<file path="config.mk">
export PLATFORM = sky130hd
export DESIGN_NAME = tlws_job_queue
export DESIGN_NICKNAME = d
export VERILOG_FILES = /design/src/sv/tolerance_limited_window_smoother_core_defines.svh /design/src/sv/tlws_job_queue.sv
export SDC_FILE = /design/constraint.sdc
export NUM_CORES = 1
export LEC_CHECK = 0
export BUFFER_PORTS_ARGS = -buffer_cell sky130_fd_sc_hd__buf_2
export CAP_MARGIN = 20
export CORE_MARGIN = 5
export CORE_UTILIZATION = 48
export CTS_BUF_LIST = sky130_fd_sc_hd__clkbuf_16
export CTS_CLUSTER_DIAMETER = 40
export DETAILED_ROUTE_END_ITERATION = 8
export PLACE_DENSITY = 0.72
export SYNTH_ARGS = -nofsm -noshare
export SYNTH_HDL_FRONTEND = slang
export SYNTH_SLANG_ARGS = --single-unit
</file>
<file path="constraint.sdc">
create_clock -name i_clk -period 1.55 [get_ports i_clk]
set_input_delay 0.2325 -clock i_clk [delete_from_list [all_inputs] [get_ports i_clk]]
set_output_delay 0.2325 -clock i_clk [all_outputs]
set_load 0.005 [all_outputs]
</file>
<file path="src/sv/tolerance_limited_window_smoother_core_defines.svh">
// ----------------------------------------------------------------------------
// Smoother assertion macros
// Shared concurrent-check shorthands, clocked on i_clk, held off in reset.
// ----------------------------------------------------------------------------
`ifndef TOLERANCE_LIMITED_WINDOW_SMOOTHER_CORE_DEFINES_SVH
`define TOLERANCE_LIMITED_WINDOW_SMOOTHER_CORE_DEFINES_SVH

// same-cycle implication
`define TLWS_ASSERT_IMP(lbl, ante, cons, msg) \
    lbl: assert property (@(posedge i_clk) disable iff (!i_rst_n) (ante) |-> (cons)) \
        else $error(msg);

// next-cycle implication
`define TLWS_ASSERT_NXT(lbl, ante, cons, msg) \
    lbl: assert property (@(posedge i_clk) disable iff (!i_rst_n) (ante) |=> (cons)) \
        else $error(msg);

`endif

</file>
<file path="src/sv/tlws_job_queue.sv">
// ----------------------------------------------------------------------------
// Smoother job queue
// Short first-in first-out buffer between front end and back end.
// ----------------------------------------------------------------------------
module tlws_job_queue #(
    parameter int DATA_W = 8,
    parameter int DEPTH  = 2
) (
    input  logic              i_clk,
    input  logic              i_rst_n,
    input  logic              i_push,
    input  logic [DATA_W-1:0] i_data,
    input  logic              i_pop,
    output logic [DATA_W-1:0] o_data,
    output logic              o_full,
    output logic              o_empty
);

    localparam int PW  = (DEPTH > 1) ? $clog2(DEPTH) : 1;
    localparam int CTW = $clog2(DEPTH + 1);

    logic [DATA_W-1:0] r_mem [DEPTH];
    logic [PW-1:0]     r_wp, r_rp;
    logic [CTW-1:0]    r_count;

    assign o_full  = (r_count == CTW'(DEPTH));
    assign o_empty = (r_count == '0);
    assign o_data  = r_mem[r_rp];

    always_ff @(posedge i_clk) begin
        if (i_push) begin
            r_mem[r_wp] <= i_data;
        end
    end

    always_ff @(posedge i_clk) begin
        if (!i_rst_n) begin
            r_wp    <= '0;
            r_rp    <= '0;
            r_count <= '0;
        end else begin
            if (i_push) begin
                r_wp <= (r_wp == PW'(DEPTH - 1)) ? '0 : r_wp + PW'(1);
            end
            if (i_pop) begin
                r_rp <= (r_rp == PW'(DEPTH - 1)) ? '0 : r_rp + PW'(1);
            end
            if (i_push && !i_pop) begin
                r_count <= r_count + CTW'(1);
            end else if (!i_push && i_pop) begin
                r_count <= r_count - CTW'(1);
            end
        end
    end

endmodule

</file>
==> out/qor.txt, run 1 <==
GLOBAL ROUTING
-------------------------------------------------------------------------------------
Overall global routing resource usage ..................................       10.21%
Maximum number of pins on one net before global-route repair ...........           12
Wire length of the first global-routing pass ...........................      2001 um
Number of antenna violations at the first check in global routing ......            0
Grt ovf ................................................................            0
Number of global-route vias before repair ..............................          468

FLOORPLAN
-------------------------------------------------------------------------------------
Placeable Area .........................................................    1541 um^2
Height of the die ......................................................     50.69 um
Die Span X .............................................................     50.69 um
IO Count ...............................................................           22
Floorplan die area .....................................................    2569 um^2
Initial standard-cell utilization of the core ..........................       51.54%
Total number of placement rows .........................................           14

STA
-------------------------------------------------------------------------------------
Post-route worst hold slack ............................................     171.3 ps
Transition time at the pin with the least slew margin ..................     402.3 ps
Setup repair after global routing missed its margin ....................           no
Final number of max-transition violations ..............................            0
F_max ..................................................................   0.7136 GHz
Hold Fails Final Rpt ...................................................            0
Endpoints failing setup ................................................            0
Minimum clock period ...................................................      1401 ps
Worst clock skew .......................................................     1.136 ps
Accumulated negative setup slack .......................................         0 ps
Final period utilization ...............................................       90.41%
Relative slew slack ....................................................       73.18%

CLOCK NETWORK
-------------------------------------------------------------------------------------
Register clock-pin slew on the reported worst setup and hold paths .....        50 ps
Clock Tree Root ........................................................    clkbuf_16
CTS buffer count .......................................................            3
Htree depth ............................................................            1
Worst skew pair latency ................................................       240 ps
Count of hold buffers inserted by post-cts repair ......................            0
# clock sinks ..........................................................           21
TritonCTS clock tree ...................................................          yes
Maximum clock path buffer count ........................................            2
Number of setup buffers added after CTS ................................            0

DRT
-------------------------------------------------------------------------------------
Count of routing violations after the opening detailed-route iteration .            5
Vias per Instance ......................................................        4.831
Post-DR wirelength/cell ................................................     13.22 um
Routed Wire Length .....................................................      1177 um
DR pass1 iterations ....................................................            4
Number of vias in the routed layout ....................................          430
Remaining antenna violation count after routing ........................            0
Number of remaining DRC errors .........................................            0

WORST SETUP PATH
-------------------------------------------------------------------------------------
Critical-path maximum fanout ...........................................            8
Worst endpoint data arrival time .......................................      1170 ps
Launching element type of the critical path ............................     register
Required @ worst endpoint ..............................................      1320 ps
Crit path capture type .................................................   output pin
Reg-to-reg setup timing slack ..........................................       490 ps
Classification of the worst setup path .................................   reg -> out

POWER AND IR DROP
-------------------------------------------------------------------------------------
Total power divided by cell area ....................................... 1305 nW/um^2
Leakage ................................................................    0.4147 nW
Power Total ............................................................     1.318 mW
Largest voltage drop on the vdd net ....................................    0.7633 mV

PLACEMENT
-------------------------------------------------------------------------------------
Weighted congestion at the end of routability-driven global placement ..       0.6535
Total of buffers placed on input and output ports ......................           21
Detail Placement HPWL ..................................................       909 um

LOGIC SYNTHESIS
-------------------------------------------------------------------------------------
Synth top area cells ................................................... edfxtp_1 (60%), dfxtp_1 (13%), mux2_2 (11%)
YS warnings ............................................................            0
Cell type contributing the most total cell area after synthesis ........     edfxtp_1
Post-synth top area share ..............................................       60.47%
Unique cell type count in the Yosys netlist ............................           16
Share of the yosys chip area belonging to registers ....................       73.07%
Syn nets ...............................................................           60
Number of instances in the synthesized netlist .........................           47
Cell area after technology mapping .....................................   794.5 um^2
Mean Syn Cell Area .....................................................   16.90 um^2
Register bit total from synthesis ......................................           21

FINAL LAYOUT
-------------------------------------------------------------------------------------
Share of final-layout standard cells stronger than drive strength 1 ....       49.32%
Share of the core filled with cells ....................................       65.50%
Highest-count cells in the layout ignoring fill and taps ............... buf_2 (21), edfxtp_1 (16), mux2_2 (8), and2_1 (4), dfxtp_1 (4)
Antenna fix cells ......................................................            0
Number of fill cells in the layout .....................................          127
Leading cell type in the layout, fill and taps excluded ................        buf_2
Number of nets in the layout ...........................................           87
Area overhead of the layout relative to synthesis ......................       27.09%

OUTCOME
-------------------------------------------------------------------------------------
Status ................................................................. complete, no violations

FLOW RUN
-------------------------------------------------------------------------------------
Number of maximum-capacitance constraint violations ....................            0

WORST HOLD PATH
-------------------------------------------------------------------------------------
Type of the tightest min-delay check ...................................    in -> reg

==> path summary, 6_finish.rpt <==
kind,from,end,cells past startpoint
max,register,o_data[3],2
min reg2reg,r_count[1]$_SDFFE_PN0P_,r_count[1]$_SDFFE_PN0P_,2
max reg2reg,r_wp$_SDFFE_PN0P_,r_mem[1][4]$_DFFE_PP_,1
min,i_data[6],r_mem[1][6]$_DFFE_PP_,1
==> final cells by class <==
class	count	area, um^2	area share, %
Clock inverter	1	3.754	0.3717
Tap cell	16	20.02	1.983
Timing Repair Buffer	23	120.1	11.90
Multi-Input combinational cell	24	205.2	20.32
Inverter	1	3.754	0.3717
Clock buffer	3	75.07	7.435
Sequential cell	21	581.8	57.62
==> critical path, stage by stage (launching register included) <==
cell and delay [ps]:
dfxtp_2 430, mux2_2 360, buf_2 130
==> layer usage <==
| metal | vias to the layer above | wire length [um] | track usage (%) |
|---|---|---|---|
| met5 | - | 0 | 0 |
| met4 | 0 | 0 | 3.830 |
| li1 | 223 | - | - |
| met3 | 0 | 95 | 2.663 |
| met1 | 192 | 502 | 12.64 |
| met2 | 15 | 578 | 16.94 |
==> timing repair <==
item / 4_1_cts / 5_1_grt
hold endpoints to repair: 0 / 0
endpoints found under the setup margin: 1 / 0
gates resized for setup: 1 / 0
==> stage by stage <==
step | instance area (um^2) | setup slack [ps] | std cells
finish | 1010 | 148.6 | 89
global placement | 929.6 | 291.9 | 85
CTS | 1010 | 129.2 | 89
floorplan | 794.5 | 445.7 | 47
detailed placement | 929.6 | 272.0 | 85
global route | 1010 | 100.1 | 89
==> cell families (layout without fill, tap and decap cells) <==
group | after synthesis | count (layout) | synth area share, %
DFF | 21 | 21 | 73.07
adders and majority gates | 1 | 1 | 1.575
xor gates and xnor gates | 3 | 3 | 3.308
and+or+nand+nor | 9 | 9 | 7.086
AOI/OAI and AO/OA | 3 | 3 | 2.520
muxes | 8 | 8 | 11.34
buffers and inverters | 2 | 28 | 1.101
==> synth_stat cells <==
cell type and n:
a21boi_1 1, and2_1 4, and2b_2 1, buf_2 1, dfxtp_1 5, edfxtp_1 16
ha_1 1, inv_1 1, mux2_2 8, nor2_1 1, nor2b_1 2, o21a_1 1
o21ai_0 1, or3_1 1, xnor2_1 1, xor2_1 2
==> where the power goes <==
| group | internal, mW | switching, mW |
|---|---|---|
| logic | 0.0813 | 0.0528 |
| clock network | 0.342 | 0.172 |
| registers | 0.646 | 0.0226 |
==> sequential cells by signal, indices dropped and copies added, names as in the netlist, named ones only <==
name and count:
r_count 2, r_mem 16, r_rp 1, r_wp 1
Note: power is estimated with default switching activity, not from simulation.
==> inputs of run 2 (changes only) <==
Settings changed: BUFFER_PORTS_ARGS -buffer_cell sky130_fd_sc_hd__buf_2 to unset, CORE_UTILIZATION 48 to 50, DONT_BUFFER_PORTS set to 1, PLACE_DENSITY 0.72 to 0.63.
==> run 2 against run 1 <==
Effect of this change: fmax grew 1.0%; clock skew is essentially flat; worst hold slack worse by 90 ps; clock power barely moved; sequential power hardly changed; cell area is 10% lower; cell count decreased by 24%; combinational power fell by 30%; largest cell class unchanged; highest routed layer unchanged.
==> out/qor.txt, run 2 (synthesis results as in run 1) <==
FINAL LAYOUT
-------------------------------------------------------------------------------------
Multi-input gate area ..................................................   205.2 um^2   unchanged
Area of all sequential standard cells ..................................   580.6 um^2   -0.22%
Antenna fix cells ......................................................            0   unchanged
Number of fill cells in the layout .....................................          110   -13%
Registers with the most flip-flops ..................................... r_mem x16, r_count x2
Area overhead of the layout relative to synthesis ......................       13.86%
Largest register by flop count .........................................        r_mem
Flip-flop count of the largest register after layout ...................           16   unchanged
Final instance area ....................................................   904.6 um^2   -10%
Number of nets in the layout ...........................................           66   -24%
Highest-count cells in the layout ignoring fill and taps ............... edfxtp_1 (16), mux2_2 (8), dfxtp_1 (5), and2_1 (4), clkbuf_16 (3)
Share of final-layout standard cells stronger than drive strength 1 ....       28.85%   -20 points
Leading cell type in the layout, fill and taps excluded ................     edfxtp_1

FLOORPLAN
-------------------------------------------------------------------------------------
Die Span X .............................................................     49.86 um   -1.6%
Placeable Area .........................................................    1506 um^2   -2.3%
IO Count ...............................................................           22   unchanged
Total number of placement rows .........................................           14   unchanged
Initial standard-cell utilization of the core ..........................       52.74%   +1.2 points
Floorplan die area .....................................................    2486 um^2   -3.2%
Height of the die ......................................................     49.86 um   -1.6%

CLOCK NETWORK
-------------------------------------------------------------------------------------
Count of hold buffers inserted by post-cts repair ......................            0   unchanged
Number of setup buffers added after CTS ................................            0   unchanged
Clock Tree Root ........................................................    clkbuf_16
CTS buffer count .......................................................            3   unchanged
Htree depth ............................................................            1   unchanged
Worst skew pair latency ................................................       240 ps   about the same
# clock sinks ..........................................................           21   unchanged
TritonCTS clock tree ...................................................          yes
Maximum clock path buffer count ........................................            2   unchanged
Register clock-pin slew on the reported worst setup and hold paths .....        50 ps   about the same
CTS resizes ............................................................            0   -1

STA
-------------------------------------------------------------------------------------
Endpoints failing setup ................................................            0   unchanged
F_max ..................................................................   0.7208 GHz   +1.0%
Relative slew slack ....................................................       75.50%   +2.3 points
Worst clock skew .......................................................     1.341 ps   +0.2059 ps
Hold Fails Final Rpt ...................................................            0   unchanged
Slack of the critical path .............................................     162.6 ps   +14.01 ps
Post-route worst hold slack ............................................     81.48 ps   -89.77 ps
Transition time at the pin with the least slew margin ..................     367.5 ps   -34.74 ps
Setup repair after global routing missed its margin ....................           no
Minimum clock period ...................................................      1387 ps   -14.01 ps
Final number of max-transition violations ..............................            0   unchanged
Final period utilization ...............................................       89.51%   -0.90 points
Accumulated negative setup slack .......................................         0 ps   unchanged

WORST SETUP PATH
-------------------------------------------------------------------------------------
Last element of the critical path ......................................    o_data[6]
Master of the slowest instance on the critical path ....................      dfxtp_1
Worst path depth .......................................................            1   -1
Critical-path maximum fanout ...........................................            8   unchanged
Critical register-to-register path startpoint .......................... r_count[0]$_SDFFE_PN0P_
Cell-by-cell trace of the critical path ................................       mux2_2
Worst path bufs/invs ...................................................            0   -1
Required @ worst endpoint ..............................................      1320 ps   about the same
Endpoint of the lowest-slack register-to-register path ................. r_count[1]$_SDFFE_PN0P_
Biggest cell delay along the critical path .............................       510 ps   +80 ps
Reg-to-reg setup timing slack ..........................................       500 ps   about the same
Worst endpoint data arrival time .......................................      1150 ps   -20 ps
Path depth of the worst reg2reg path ...................................            3   +2
Crit path capture type .................................................   output pin
Launching element type of the critical path ............................     register
Classification of the worst setup path .................................   reg -> out
Family of cells with the greatest summed delay on the critical path ....   flip-flops

PLACEMENT
-------------------------------------------------------------------------------------
Total of buffers placed on input and output ports ......................            0   -100%
Weighted congestion at the end of routability-driven global placement ..       0.6169   -5.6%
Dpl ws .................................................................     407.3 ps   +135.3 ps
Area post-placement ....................................................   824.5 um^2   -11%
Detail Placement HPWL ..................................................     872.6 um   -4.0%

POWER AND IR DROP
-------------------------------------------------------------------------------------
P_sw ...................................................................     233.9 uW   -5.6%
Leakage ................................................................    0.3296 nW   -21%
Switching share of power ...............................................       18.31%   -0.50 points
Combinational power share ..............................................         7.4%   -2.8 points
Share of power burned in the clock network .............................        40.4%   +1.3 points
Cell internal pwr ......................................................     1.043 mW   -2.5%
Total power divided by cell area ....................................... 1412 nW/um^2   +8.2%
Fraction of power consumed by sequential logic .........................        52.3%   +1.6 points
Largest voltage drop on the vdd net ....................................     1.067 mV   +40%

DRT
-------------------------------------------------------------------------------------
Vias per Instance ......................................................        5.294   +9.6%
Routed Wire Length .....................................................      1091 um   -7.3%
Number of vias in the routed layout ....................................          360   -16%
DR pass1 iterations ....................................................            3   -1
Remaining antenna violation count after routing ........................            0   unchanged
Count of routing violations after the opening detailed-route iteration .            2   -3
Number of remaining DRC errors .........................................            0   unchanged
Post-DR wirelength/cell ................................................     16.04 um   +21%

GLOBAL ROUTING
-------------------------------------------------------------------------------------
Number of global-route vias before repair ..............................          389   -17%
Number of antenna violations at the first check in global routing ......            0   unchanged
Wire length of the first global-routing pass ...........................      1863 um   -6.9%
Grt ovf ................................................................            0   unchanged
Overall global routing resource usage ..................................       9.824%   -0.39 points
Maximum number of pins on one net before global-route repair ...........           13   +1

FLOW RUN
-------------------------------------------------------------------------------------
Number of maximum-capacitance constraint violations ....................            0   unchanged

WORST HOLD PATH
-------------------------------------------------------------------------------------
Type of the tightest min-delay check ...................................    in -> reg

OUTCOME
-------------------------------------------------------------------------------------
Status ................................................................. complete, no violations

==> run 2: cell types whose count changed in the layout (fill, tap and decap cells not counted), sizes merged <==
| cell | before | now |
|---|---|---|
| clkinv | 0 | 1 |
| inv | 2 | 1 |
| buf | 23 | 2 |
==> run 2: layout make-up <==
cell class / instances / share of cell area, %
Tap cell: 16 / 2.213
Inverter: 1 / 0.4149
Sequential cell: 21 / 64.18
Multi-Input combinational cell: 24 / 22.68
Clock inverter: 1 / 0.5533
Timing Repair Buffer: 2 / 1.660
Clock buffer: 3 / 8.299
==> run 2: how the worst min path moves through the flow <==
stage | startpoint | end | slack, ps | cells past startpoint
after floorplan | i_data[0] | r_mem[0][0]$_DFFE_PP_ | 330 | 0
after global placement | i_data[6] | r_mem[0][6]$_DFFE_PP_ | 330 | 0
after detailed placement | i_data[2] | r_mem[1][2]$_DFFE_PP_ | 330 | 0
after CTS | i_data[2] | r_mem[1][2]$_DFFE_PP_ | 80 | 0
after global routing | i_data[5] | r_mem[1][5]$_DFFE_PP_ | 70 | 0
final | i_data[5] | r_mem[0][5]$_DFFE_PP_ | 80 | 0
==> run 2: through the flow <==
stage	total power [mW]	std cells	utilization, %
floorplan	0.7515	47	-
global placement	0.7682	64	54.73
detailed placement	0.7759	64	54.73
CTS	1.292	68	60.05
global route	1.337	68	60.05
finish	1.277	68	60.05
==> run 2: routing by layer <==
layer	up-vias	GRT usage, %	wire length (um)
met5	-	0	0
met4	0	2.620	0
met3	0	4.518	83
met2	12	16.95	596
met1	169	10.72	410
li1	179	-	-
==> run 2: power groups by stage <==
stage | clock network, mW | logic, mW | registers, mW
finish | 0.515 | 0.0943 | 0.668
detailed placement | 0 | 0.0958 | 0.680
floorplan | 0 | 0.0833 | 0.668
global placement | 0 | 0.0915 | 0.677
CTS | 0.527 | 0.0967 | 0.669
global route | 0.559 | 0.105 | 0.673
