### src/sv/tolerance_limited_window_smoother_core_defines.svh
// ----------------------------------------------------------------------------
// Smoother assertion macros
// Shared concurrent-check shorthands, clocked on i_clk, held off in reset.
// ----------------------------------------------------------------------------
`ifndef TOLERANCE_LIMITED_WINDOW_SMOOTHER_CORE_DEFINES_SVH
`define TOLERANCE_LIMITED_WINDOW_SMOOTHER_CORE_DEFINES_SVH

// same-cycle implication
`define TLWS_ASSERT_IMP(lbl, ante, cons, msg) \
    lbl: assert property (@(posedge i_clk) disable iff (!i_rst_n) (ante) |-> (cons)) \
        else $error(msg);

// next-cycle implication
`define TLWS_ASSERT_NXT(lbl, ante, cons, msg) \
    lbl: assert property (@(posedge i_clk) disable iff (!i_rst_n) (ante) |=> (cons)) \
        else $error(msg);

`endif

### src/sv/tlws_pkg.sv
// ----------------------------------------------------------------------------
// Smoother package
// Fixed widths, register indexes, configuration and job control types.
// ----------------------------------------------------------------------------
package tlws_pkg;

    localparam int PIX_W      = 8;
    localparam int ROW_W      = 13;
    localparam int MAX_HEIGHT = 4096;
    localparam int CFG_IDX_W  = 3;
    localparam int CFG_DATA_W = 13;

    typedef enum logic [CFG_IDX_W-1:0] {
        CFG_FILTER_ENABLE   = 3'd0,
        CFG_CHROMA_BYPASS   = 3'd1,
        CFG_PLANE_IS_CHROMA = 3'd2,
        CFG_TOLERANCE       = 3'd3,
        CFG_WINDOW_RADIUS   = 3'd4,
        CFG_PLANE_WIDTH     = 3'd5,
        CFG_PLANE_HEIGHT    = 3'd6
    } t_cfg_index;

    typedef struct packed {
        logic        filter_enable;
        logic        chroma_bypass;
        logic        plane_is_chroma;
        logic [8:0]  tolerance;
        logic [1:0]  window_radius;
        logic [11:0] plane_width;
        logic [12:0] plane_height;
    } t_cfg;

    typedef struct packed {
        logic wr;
        logic emit;
        logic bypass;
        logic eor;
        logic eop;
    } t_job_ctl;

endpackage

### src/sv/tlws_front.sv
// ----------------------------------------------------------------------------
// Smoother front end
// Accepts requests, tracks input and output raster positions, issues jobs.
// ----------------------------------------------------------------------------
module tlws_front #(
    parameter int MAX_WIDTH  = 2048,
    parameter int MAX_RADIUS = 3
) (
    input  logic                                 i_clk,
    input  logic                                 i_rst_n,
    input  tlws_pkg::t_cfg                       i_cfg,
    input  logic                                 i_in_valid,
    output logic                                 o_in_ready,
    input  logic                                 i_action,
    input  logic [tlws_pkg::PIX_W-1:0]           i_pixel_in,
    input  logic                                 i_q_full,
    output logic                                 o_push,
    output tlws_pkg::t_job_ctl                   o_ctl,
    output logic [tlws_pkg::ROW_W-1:0]           o_wr_row,
    output logic [$clog2(MAX_WIDTH)-1:0]         o_wr_col,
    output logic [tlws_pkg::PIX_W-1:0]           o_wr_data,
    output logic [$clog2(MAX_WIDTH)-1:0]         o_ox,
    output logic [tlws_pkg::ROW_W-1:0]           o_oy,
    output logic [tlws_pkg::ROW_W-1:0]           o_y0,
    output logic [tlws_pkg::ROW_W-1:0]           o_y1,
    output logic [$clog2(MAX_WIDTH)-1:0]         o_x0,
    output logic [$clog2(MAX_WIDTH)-1:0]         o_x1
);

    localparam int CW   = $clog2(MAX_WIDTH);
    localparam int WW   = $clog2(MAX_WIDTH + 1);
    localparam int CX   = WW + 1;
    localparam int PWX  = (WW > 12) ? WW : 12;
    localparam int RW   = $clog2(MAX_RADIUS + 1);
    localparam int RWD  = tlws_pkg::ROW_W;

    logic [CW-1:0]  r_in_col, r_out_col;
    logic [RWD-1:0] r_in_row, r_out_row;

    logic [PWX-1:0] pw_x;
    logic [WW-1:0]  w, w1, ic_inc, oc_inc;
    logic [RWD-1:0] h, h1;
    logic [RW-1:0]  r;
    logic           accept, wr, ready, eor, eop;
    logic [CW-1:0]  wr_col, ic_n, ox, x0, x1;
    logic [RWD-1:0] ir_n, nr_s, nr, oy, y0, y1s, y1;
    logic [CX-1:0]  nc_s, nc, x1s;

    assign pw_x = PWX'(i_cfg.plane_width);

    always_comb begin
        if (pw_x == '0) begin
            w = WW'(1);
        end else if (pw_x > PWX'(MAX_WIDTH)) begin
            w = WW'(MAX_WIDTH);
        end else begin
            w = WW'(pw_x);
        end
        if (i_cfg.plane_height == '0) begin
            h = RWD'(1);
        end else if (i_cfg.plane_height > RWD'(tlws_pkg::MAX_HEIGHT)) begin
            h = RWD'(tlws_pkg::MAX_HEIGHT);
        end else begin
            h = i_cfg.plane_height;
        end
        if (32'(i_cfg.window_radius) > MAX_RADIUS) begin
            r = RW'(MAX_RADIUS);
        end else begin
            r = RW'(i_cfg.window_radius);
        end
    end

    assign w1 = w - WW'(1);
    assign h1 = h - RWD'(1);

    assign o_in_ready = !i_q_full;
    assign accept     = i_in_valid && o_in_ready;

    // write side: a pixel lands only while rows remain
    assign wr     = !i_action && (r_in_row < h);
    assign wr_col = (WW'(r_in_col) >= w) ? CW'(w1) : r_in_col;
    assign ic_inc = WW'(r_in_col) + WW'(1);

    always_comb begin
        ic_n = r_in_col;
        ir_n = r_in_row;
        if (wr) begin
            if (ic_inc >= w) begin
                ic_n = '0;
                ir_n = r_in_row + RWD'(1);
            end else begin
                ic_n = CW'(ic_inc);
            end
        end
    end

    // output is due once input passed the window's far corner
    assign nr_s  = r_out_row + RWD'(r);
    assign nr    = (nr_s > h1) ? h1 : nr_s;
    assign nc_s  = CX'(r_out_col) + CX'(r);
    assign nc    = (nc_s > CX'(w1)) ? CX'(w1) : nc_s;
    assign ready = (ir_n >= h) || (ir_n > nr) || ((ir_n == nr) && (CX'(ic_n) > nc));

    assign ox     = (WW'(r_out_col) >= w) ? CW'(w1) : r_out_col;
    assign oy     = (r_out_row >= h) ? h1 : r_out_row;
    assign oc_inc = WW'(r_out_col) + WW'(1);
    assign eor    = oc_inc >= w;
    assign eop    = eor && ((r_out_row + RWD'(1)) >= h);

    assign y0  = (oy >= RWD'(r)) ? oy - RWD'(r) : '0;
    assign y1s = oy + RWD'(r);
    assign y1  = (y1s > h1) ? h1 : y1s;
    assign x0  = (ox >= CW'(r)) ? ox - CW'(r) : '0;
    assign x1s = CX'(ox) + CX'(r);
    assign x1  = (x1s > CX'(w1)) ? CW'(w1) : CW'(x1s);

    always_ff @(posedge i_clk) begin
        if (!i_rst_n) begin
            r_in_col  <= '0;
            r_in_row  <= '0;
            r_out_col <= '0;
            r_out_row <= '0;
        end else if (accept) begin
            if (ready && eop) begin
                r_in_col  <= '0;
                r_in_row  <= '0;
                r_out_col <= '0;
                r_out_row <= '0;
            end else begin
                r_in_col <= ic_n;
                r_in_row <= ir_n;
                if (ready) begin
                    if (eor) begin
                        r_out_col <= '0;
                        r_out_row <= r_out_row + RWD'(1);
                    end else begin
                        r_out_col <= r_out_col + CW'(1);
                    end
                end
            end
        end
    end

    assign o_push       = accept && (wr || ready);
    assign o_ctl.wr     = wr;
    assign o_ctl.emit   = ready;
    assign o_ctl.bypass = !i_cfg.filter_enable || (i_cfg.chroma_bypass && i_cfg.plane_is_chroma);
    assign o_ctl.eor    = eor;
    assign o_ctl.eop    = eop;
    assign o_wr_row     = r_in_row;
    assign o_wr_col     = wr_col;
    assign o_wr_data    = i_pixel_in;
    assign o_ox         = ox;
    assign o_oy         = oy;
    assign o_y0         = y0;
    assign o_y1         = y1;
    assign o_x0         = x0;
    assign o_x1         = x1;

endmodule

### config.mk
export PLATFORM = sky130hd
export DESIGN_NAME = tlws_front
export DESIGN_NICKNAME = d
export VERILOG_FILES = /design/src/sv/tolerance_limited_window_smoother_core_defines.svh /design/src/sv/tlws_pkg.sv /design/src/sv/tlws_front.sv
export SDC_FILE = /design/constraint.sdc
export NUM_CORES = 1
export LEC_CHECK = 0
export BUFFER_PORTS_ARGS = -buffer_cell sky130_fd_sc_hd__buf_2
export CAP_MARGIN = 5
export CORE_MARGIN = 2
export CORE_UTILIZATION = 40
export DETAILED_ROUTE_END_ITERATION = 10
export HOLD_SLACK_MARGIN = 0.1
export PLACE_DENSITY = 0.6
export REMOVE_ABC_BUFFERS = 1
export SLEW_MARGIN = 0
export SYNTH_ARGS = -nofsm -noshare
export SYNTH_HDL_FRONTEND = slang
export SYNTH_SLANG_ARGS = --single-unit
### constraint.sdc
create_clock -name i_clk -period 13.9 [get_ports i_clk]
set_clock_uncertainty 0.15 [all_clocks]
set_input_delay 1.39 -clock i_clk [delete_from_list [all_inputs] [get_ports i_clk]]
set_output_delay 1.39 -clock i_clk [all_outputs]
set_load 0.02 [all_outputs]
==> flow_summary_export.csv, run 1 <==
group,metric,value,unit
floorplanning,die_h,165,um
outcome,outcome,"completed",
layout,layout.cells.non_filler,1823,
clocking,clkLatencyLatePin,0.31,ns
clocking,clk_pin_slew,0.07,ns
power,ir_worst_vdd,57.4,uV
worst_setup_path,cpPeakStageDelay,0.68,ns
timing,setup_ws,3.28,ns
worst_setup_path,crit_type,"in -> out",
clocking,cts_sinks,48,
synth,ys_top_cells_by_count,"182 x ha_1, 124 x nor2_1, 121 x nand2_1",
grt,grt-ovfl-total,0,
synth,netlist_area,10400,um2
timing,relSlewSlack,38.1,%
power,leakage,5.55,nW
floorplanning,core_area,25300,um2
worst_setup_path,crit_family,"compound AO/OA/AOI/OAI gates",
timing,drv_slew,0,
timing,hold_viol_final,0,
clocking,ctsResizeCount,0,
synth,ys_seq_elements,48,
synth,synth_enable_flop_cells,0,
clocking,cts_root_buf,"clkbuf_16",
floorplanning,ioPinCount,163,
worst_setup_path,cp.required,12.36,ns
synth,synth_flop_cell,"dfxtp_1",
worst_setup_path,cp-start-kind,"primary input",
detailed_routing,wl_per_cell,18.7,um
synth,yosysMostFrequentCell,"ha_1",
synth,ys_types,87,
floorplanning,initial_utilization,41.0,%
grt,grt_max_degree,33,
clocking,cts_buffers,5,
timing,min_period_over_period,76.4,%
layout,ff_latch_area,961,um2
flow_run,maxCapViolations,0,
synth,syn_inst,1405,
layout,multi_input_area,8760,um2
grt,first_global_vias,10108,
synth,netlist.area_leader.share,21.9,%
timing,min_period,10.62,ns
worst_setup_path,worstPathMaxFanout,32,
detailed_routing,num_vias,10564,
power,p_per_area,46.8,nW/um2
worst_setup_path,crit_buf_inv,5,
timing,tightest_slew,0.925,ns
detailed_routing,first_pass_iters,5,
clocking,cts_tree,"done",
min_path,hold_class,"reg -> reg",
layout,fill_cells,2600,
clocking,ctsHoldBuffers,0,
place,io_buffers,137,
synth,yosysSeqAreaShare,9.25,%
detailed_routing,via_per_inst,5.79,
layout,synthToLayoutAreaGrowth,10.1,%
layout,post_route_cells_drive_above_1_share,14.7,%
timing,finalSetupViolCount,0,
layout,layout.nets,1732,
clocking,clockBufferDepth,2,
place,dp_cells,1815,
worst_setup_path,critPathArrivalTime,9.08,ns
grt,grt_use_total,24.9,%
grt,grt_pass1_wl,53800,um
clocking,htree_levels,2,
synth,async_flop_share,0,%
clocking,post_cts_buffers,0,
floorplanning,fp.dieW,165,um
worst_setup_path,crit_slowest_cell,"or4_1",
detailed_routing,route.antenna.remaining_nets,0,
timing,fmax,94.2,MHz
worst_setup_path,cp-end-kind,"output port",
synth,synth_area_leader_cell,"ha_1",
place,dpl.hpwl,27700,um
timing,setup-tns-final,0,ns
synth,synth_warnings,0,
detailed_routing,drt_iter0_markers,638,
place,place.gp.congestion,0.914,
detailed_routing,drc,0,
grt,antenna_found_initial,0,
floorplanning,rows,58,
detailed_routing,postRouteWirelength,34200,um
place,place_worst_setup_slack,3.38,ns
synth,synthTopCellsByArea,"ha_1 22%, dfxtp_1 9.3%, xnor2_1 6.5%",
synth,syn_avg_cell_area,7.39,um2
timing,rsz0062_at_grt,"false",
floorplanning,design.die.area,27300,um2
-- final cells by class --
type | count | share of cell area (%)
timing repair buffer | 152 | 6.98
clock buffer | 5 | 1.09
sequential | 48 | 8.40
tap | 330 | 3.61
clock inverter | 2 | 0.525
inverter | 83 | 2.72
multi-input combinational | 1202 | 76.6
antenna | 1 | 0.0219
-- cell usage in the layout, fill, tap and decap left out, drive strengths merged, types with 8 or more instances in the layout --
cell type / netlist / routed
ha: 182 / 182
buf: 33 / 152
nor2: 124 / 124
nand2: 121 / 121
a21oi: 91 / 91
inv: 81 / 81
xnor2: 77 / 77
o21ai: 71 / 71
nand3: 70 / 70
dfxtp: 48 / 48
mux2i: 31 / 31
nand4: 30 / 30
nor3: 29 / 29
o21a: 27 / 27
mux2: 26 / 26
xor2: 25 / 25
a21o: 24 / 24
nor2b: 21 / 21
nor4: 21 / 21
a31oi: 18 / 18
and3: 17 / 17
nand2b: 16 / 16
and2: 16 / 16
or3: 13 / 13
a211oi: 12 / 12
or4: 12 / 12
o211ai: 11 / 11
o31ai: 10 / 10
or2: 9 / 9
a22o: 8 / 8
-- cells by family (layout without fill, tap and decap cells) --
kind of cell / Yosys count / after routing / synth area share, %
simple gates: 516 / 516 / 25.2
compound gates: 334 / 334 / 21.2
fa+ha+maj: 191 / 191 / 23.4
buf+inv: 156 / 242 / 6.46
xor+xnor: 102 / 102 / 8.60
mux: 57 / 57 / 5.96
flops: 48 / 48 / 9.25
other cells: 1 / 3 / 0.0361
-- tightest hold or removal path, cell delays in order, from the launching register on --
cell     delay, ns
dfxtp_1       0.34
nand2_1       0.06
a21oi_1       0.05
-- flip-flops by register name (all words and copies together), names as in the netlist --
name and flops:
o_wr_row 13, r_in_col 11, r_out_col 11, r_out_row 13
-- metal layers --
metal | wire (um) | GRT usage, % | share of wire (%) | vias to the layer above
met2 | 16900 | 44.6 | 49 | 257
met3 | 1320 | 2.27 | 3.9 | 50
li1 | - | - | - | 5287
met1 | 15100 | 31.8 | 44 | 4970
met4 | 836 | 7.11 | 2.4 | 0
met5 | 0 | 0 | 0 | -
-- stage by stage --
stage | utilization, % | cell area [um2] | hold slack (ns) | power, mW
finish | 45.1 | 11400 | 0.347 | 0.535
CTS | 45.1 | 11400 | 0.345 | 0.538
floorplan | - | 10000 | 0.299 | 0.296
global placement | 44.4 | 11200 | 0.325 | 0.372
global route | 45.1 | 11400 | 0.396 | 0.567
detailed placement | 44.4 | 11200 | 0.334 | 0.375
-- power by group --
part	internal, mW	switching, mW	total, mW
Sequential	0.138	0.000773	0.139
Clock	0.102	0.0601	0.162
Combinational	0.0813	0.153	0.234
Total	0.321	0.214	0.535
-- final timing paths --
kind                        to  cells after the start  slack (ns)          from
setup reg to reg  r_out_row[8]                     25        6.42  r_out_row[0]
setup / recovery       o_y1[7]                     31        3.28      i_cfg[0]
hold / removal    r_in_col[10]                      2        0.35  r_in_col[10]
hold reg to reg   r_in_col[10]                      2        0.35  r_in_col[10]
(Power assumes the default switching activity.)
==> run 2, diff against run 1 <==
--- a/config.mk
+++ b/config.mk
@@ -5,13 +5,14 @@
 export SDC_FILE = /design/constraint.sdc
 export NUM_CORES = 1
 export LEC_CHECK = 0
+export ABC_AREA = 1
 export BUFFER_PORTS_ARGS = -buffer_cell sky130_fd_sc_hd__buf_2
 export CAP_MARGIN = 5
 export CORE_MARGIN = 2
 export CORE_UTILIZATION = 40
 export DETAILED_ROUTE_END_ITERATION = 10
 export HOLD_SLACK_MARGIN = 0.1
-export PLACE_DENSITY = 0.6
+export PLACE_DENSITY = 0.59
 export REMOVE_ABC_BUFFERS = 1
 export SLEW_MARGIN = 0
 export SYNTH_ARGS = -nofsm -noshare
==> constraint.sdc (replaced) <==
create_clock -name i_clk -period 10.7 [get_ports i_clk]
set_clock_uncertainty 0.15 [all_clocks]
set_input_delay 1.07 -clock i_clk [delete_from_list [all_inputs] [get_ports i_clk]]
set_output_delay 1.07 -clock i_clk [all_outputs]
set_load 0.02 [all_outputs]
==> run 2 against run 1 <==
Compared with the run above: non-clock buffer count fell by 11; critical path depth rose by 5; global-route usage fell by 1.3 points; utilization fell by 1.2 points; clock power rose by 5%; hold slack improved by 0.0058 ns; flip-flop and latch count did not move; critical endpoint is now o_push.
==> flow_summary_export.csv, run 2 <==
group,metric,value,unit
floorplanning,fp.dieW,169,um
floorplanning,ioPinCount,163,
clocking,clk_pin_slew,0.07,ns
clocking,htree_levels,2,
timing,relSlewSlack,33.1,%
power,p_per_area,86.3,nW/um2
layout,synthToLayoutAreaGrowth,8.73,%
clocking,ctsHoldBuffers,0,
power,ir_worst_vdd,64.1,uV
outcome,outcome,"completed",
synth,synthMuxAreaShare,0.0924,%
power,p_clk_share,16.7,%
timing,hold_viol_final,0,
clocking,post_cts_buffers,0,
floorplanning,die_h,169,um
place,dp_cells,2195,
min_path,hold_class,"reg -> reg",
synth,yosysMostFrequentCell,"nand2_1",
synth,ys_seq_elements,48,
worst_setup_path,reg2reg_depth,33,
grt,grt_pass1_wl,54700,um
synth,synthTopCellsByArea,"ha_1 21%, nand2_1 15%, dfxtp_1 8.9%",
worst_setup_path,crit_type,"in -> out",
synth,netlist.area_leader.share,21.0,%
floorplanning,rows,60,
place,place.gp.congestion,0.914,
synth,syn_inst,1768,
synth,syn_avg_cell_area,6.13,um2
worst_setup_path,cp.required,9.48,ns
synth,synth_warnings,0,
power,swShare,52.2,%
grt,grt_max_degree,38,
timing,tightest_slew,1.00,ns
synth,yosys.area_share.adder,22.1,%
clocking,clockBufferDepth,2,
layout,layout.cells.non_filler,2204,
timing,drv_slew,0,
power,combPwrFrac,64.8,%
detailed_routing,wl_per_cell,15.5,um
detailed_routing,num_vias,11524,
worst_setup_path,cp-start-kind,"primary input",
layout,layout.nets,2102,
layout,fill_cells,2935,
clocking,clkLatencyLatePin,0.30,ns
detailed_routing,first_pass_iters,7,
detailed_routing,route.antenna.remaining_nets,0,
floorplanning,core_area,26800,um2
grt,antenna_found_initial,0,
synth,async_flop_share,0,%
synth,ys_top_cells_by_count,"438 x nand2_1, 231 x inv_1, 182 x ha_1",
synth,synth_top_family_by_area,"simple AND/OR/NAND/NOR gates",
synth,yosys.area_share.simple,37.0,%
worst_setup_path,timing.critical_path.mode_cell,"nand2_1",
worst_setup_path,cpPeakStageDelay,0.58,ns
power,total_power,1.02,mW
power,pwr-share-seq,18.5,%
detailed_routing,via_per_inst,5.23,
worst_setup_path,crit_slowest_cell,"nor3_1",
detailed_routing,drt_iter0_markers,672,
min_path,hold_depth,2,
power,power.internal,0.486,mW
floorplanning,initial_utilization,40.4,%
clocking,cts_root_buf,"clkbuf_16",
power,netSwitchingPower,0.531,mW
synth,ys_types,62,
layout,num_antenna_cells,0,
worst_setup_path,worstPathMaxFanout,20,
synth,netlist_area,10800,um2
layout,final_cell_mix,"438 x nand2_1, 231 x inv_1, 182 x ha_1, 149 x nor2_1, 144 x nand3_1",
synth,synth_enable_flop_cells,0,
timing,min_period_over_period,85.3,%
detailed_routing,postRouteWirelength,34200,um
synth,synth_flop_cell,"dfxtp_1",
clocking,cts_buffers,5,
layout,mostFrequentLayoutCell,"nand2_1",
clocking,cts_tree,"done",
synth,synth_compound_area_share,14.2,%
clocking,cts_sinks,48,
clocking,ctsResizeCount,0,
timing,rsz0062_at_grt,"false",
synth,yosysSeqAreaShare,8.87,%
place,dpl.hpwl,28400,um
detailed_routing,drc,0,
synth,yosys.area_share.xor_xnor,5.66,%
floorplanning,design.die.area,28400,um2
grt,first_global_vias,10656,
timing,setup-tns-final,0,ns
flow_run,maxCapViolations,0,
layout,ff_latch_area,961,um2
place,io_buffers,137,
timing,fmax,110,MHz
grt,grt_use_total,23.6,%
synth,synth_area_leader_cell,"ha_1",
timing,finalSetupViolCount,0,
grt,grt-ovfl-total,0,
layout,multi_input_area,8580,um2
worst_setup_path,cp-end-kind,"output port",
worst_setup_path,critPathArrivalTime,7.91,ns
layout,post_route_cells_drive_above_1_share,13.1,%
power,leakage,6.59,nW
timing,min_period,9.13,ns
## run 2: cell count changes in the layout (fill, tap and decap cells not counted), sizes merged, moves of 21 or more
cell	previous run	this run
xnor2	77	8
a21o	24	2
nand3	70	158
xor2	25	62
nor2	124	164
mux2	26	0
inv	81	253
nor2b	21	0
mux2i	31	1
o21a	27	4
nand2	121	468
a21oi	91	125
## run 2: kinds of logic (layout without fill, tap and decap cells)
family          Yosys count  after routing
other cells               1              2
mux                       1              1
fa+ha+maj               188            188
buf+inv                 309            403
flops                    48             48
compound gates          268            268
xor+xnor                 70             70
simple gates            883            883
## run 2: worst max-delay path: cells and delay by family
kind | cells | cell delay, ns
xor gates and xnor gates | 1 | 0.24
and+or+nand+nor | 19 | 3.90
AOI/OAI and AO/OA | 8 | 0.95
buffers and inverters | 5 | 0.83
adders and majority gates | 3 | 0.91
## run 2: power by group through the flow
stage	Combinational [mW]	Clock, mW	Sequential (mW)
2_1_floorplan	0.462	0	0.190
3_3_place_gp	0.654	0	0.192
3_5_place_dp	0.659	0	0.192
4_1_cts	0.662	0.174	0.188
5_1_grt	0.741	0.181	0.189
6_report	0.659	0.170	0.188
## run 2: stage by stage
stage / hold slack (ns) / instance area [um2] / utilization, % / worst slack [ns]
after floorplan: 0.313 / 10500 / - / 3.06
after global placement: 0.339 / 11600 / 43.4 / 1.67
after detailed placement: 0.344 / 11600 / 43.4 / 1.63
after CTS: 0.355 / 11800 / 43.9 / 1.59
after global routing: 0.390 / 11800 / 44.0 / 0.893
final: 0.352 / 11800 / 44.0 / 1.57
## run 2: worst paths after layout
check,to,startpoint,slack [ns]
min,r_in_col[5],r_in_col[5],0.35
max reg2reg,r_out_row[10],r_out_row[0],4.25
min reg2reg,r_in_col[5],r_in_col[5],0.35
max,o_push,i_cfg[8],1.57
## run 2: cell type report
class,instances,area share (%)
multi-input cells,1412,72.8
clock buffers,8,1.24
inverters,254,8.09
repair buffers,141,6.07
well taps,341,3.62
flip-flops and latches,48,8.15
## run 2: metal layers
| metal | vias to the layer above | routed length, um | global-route usage, % |
|---|---|---|---|
| met4 | 0 | 811 | 5.51 |
| li1 | 6009 | - | - |
| met3 | 42 | 1210 | 1.78 |
| met1 | 5219 | 15700 | 30.5 |
| met5 | - | 0 | 0 |
| met2 | 254 | 16400 | 42.8 |
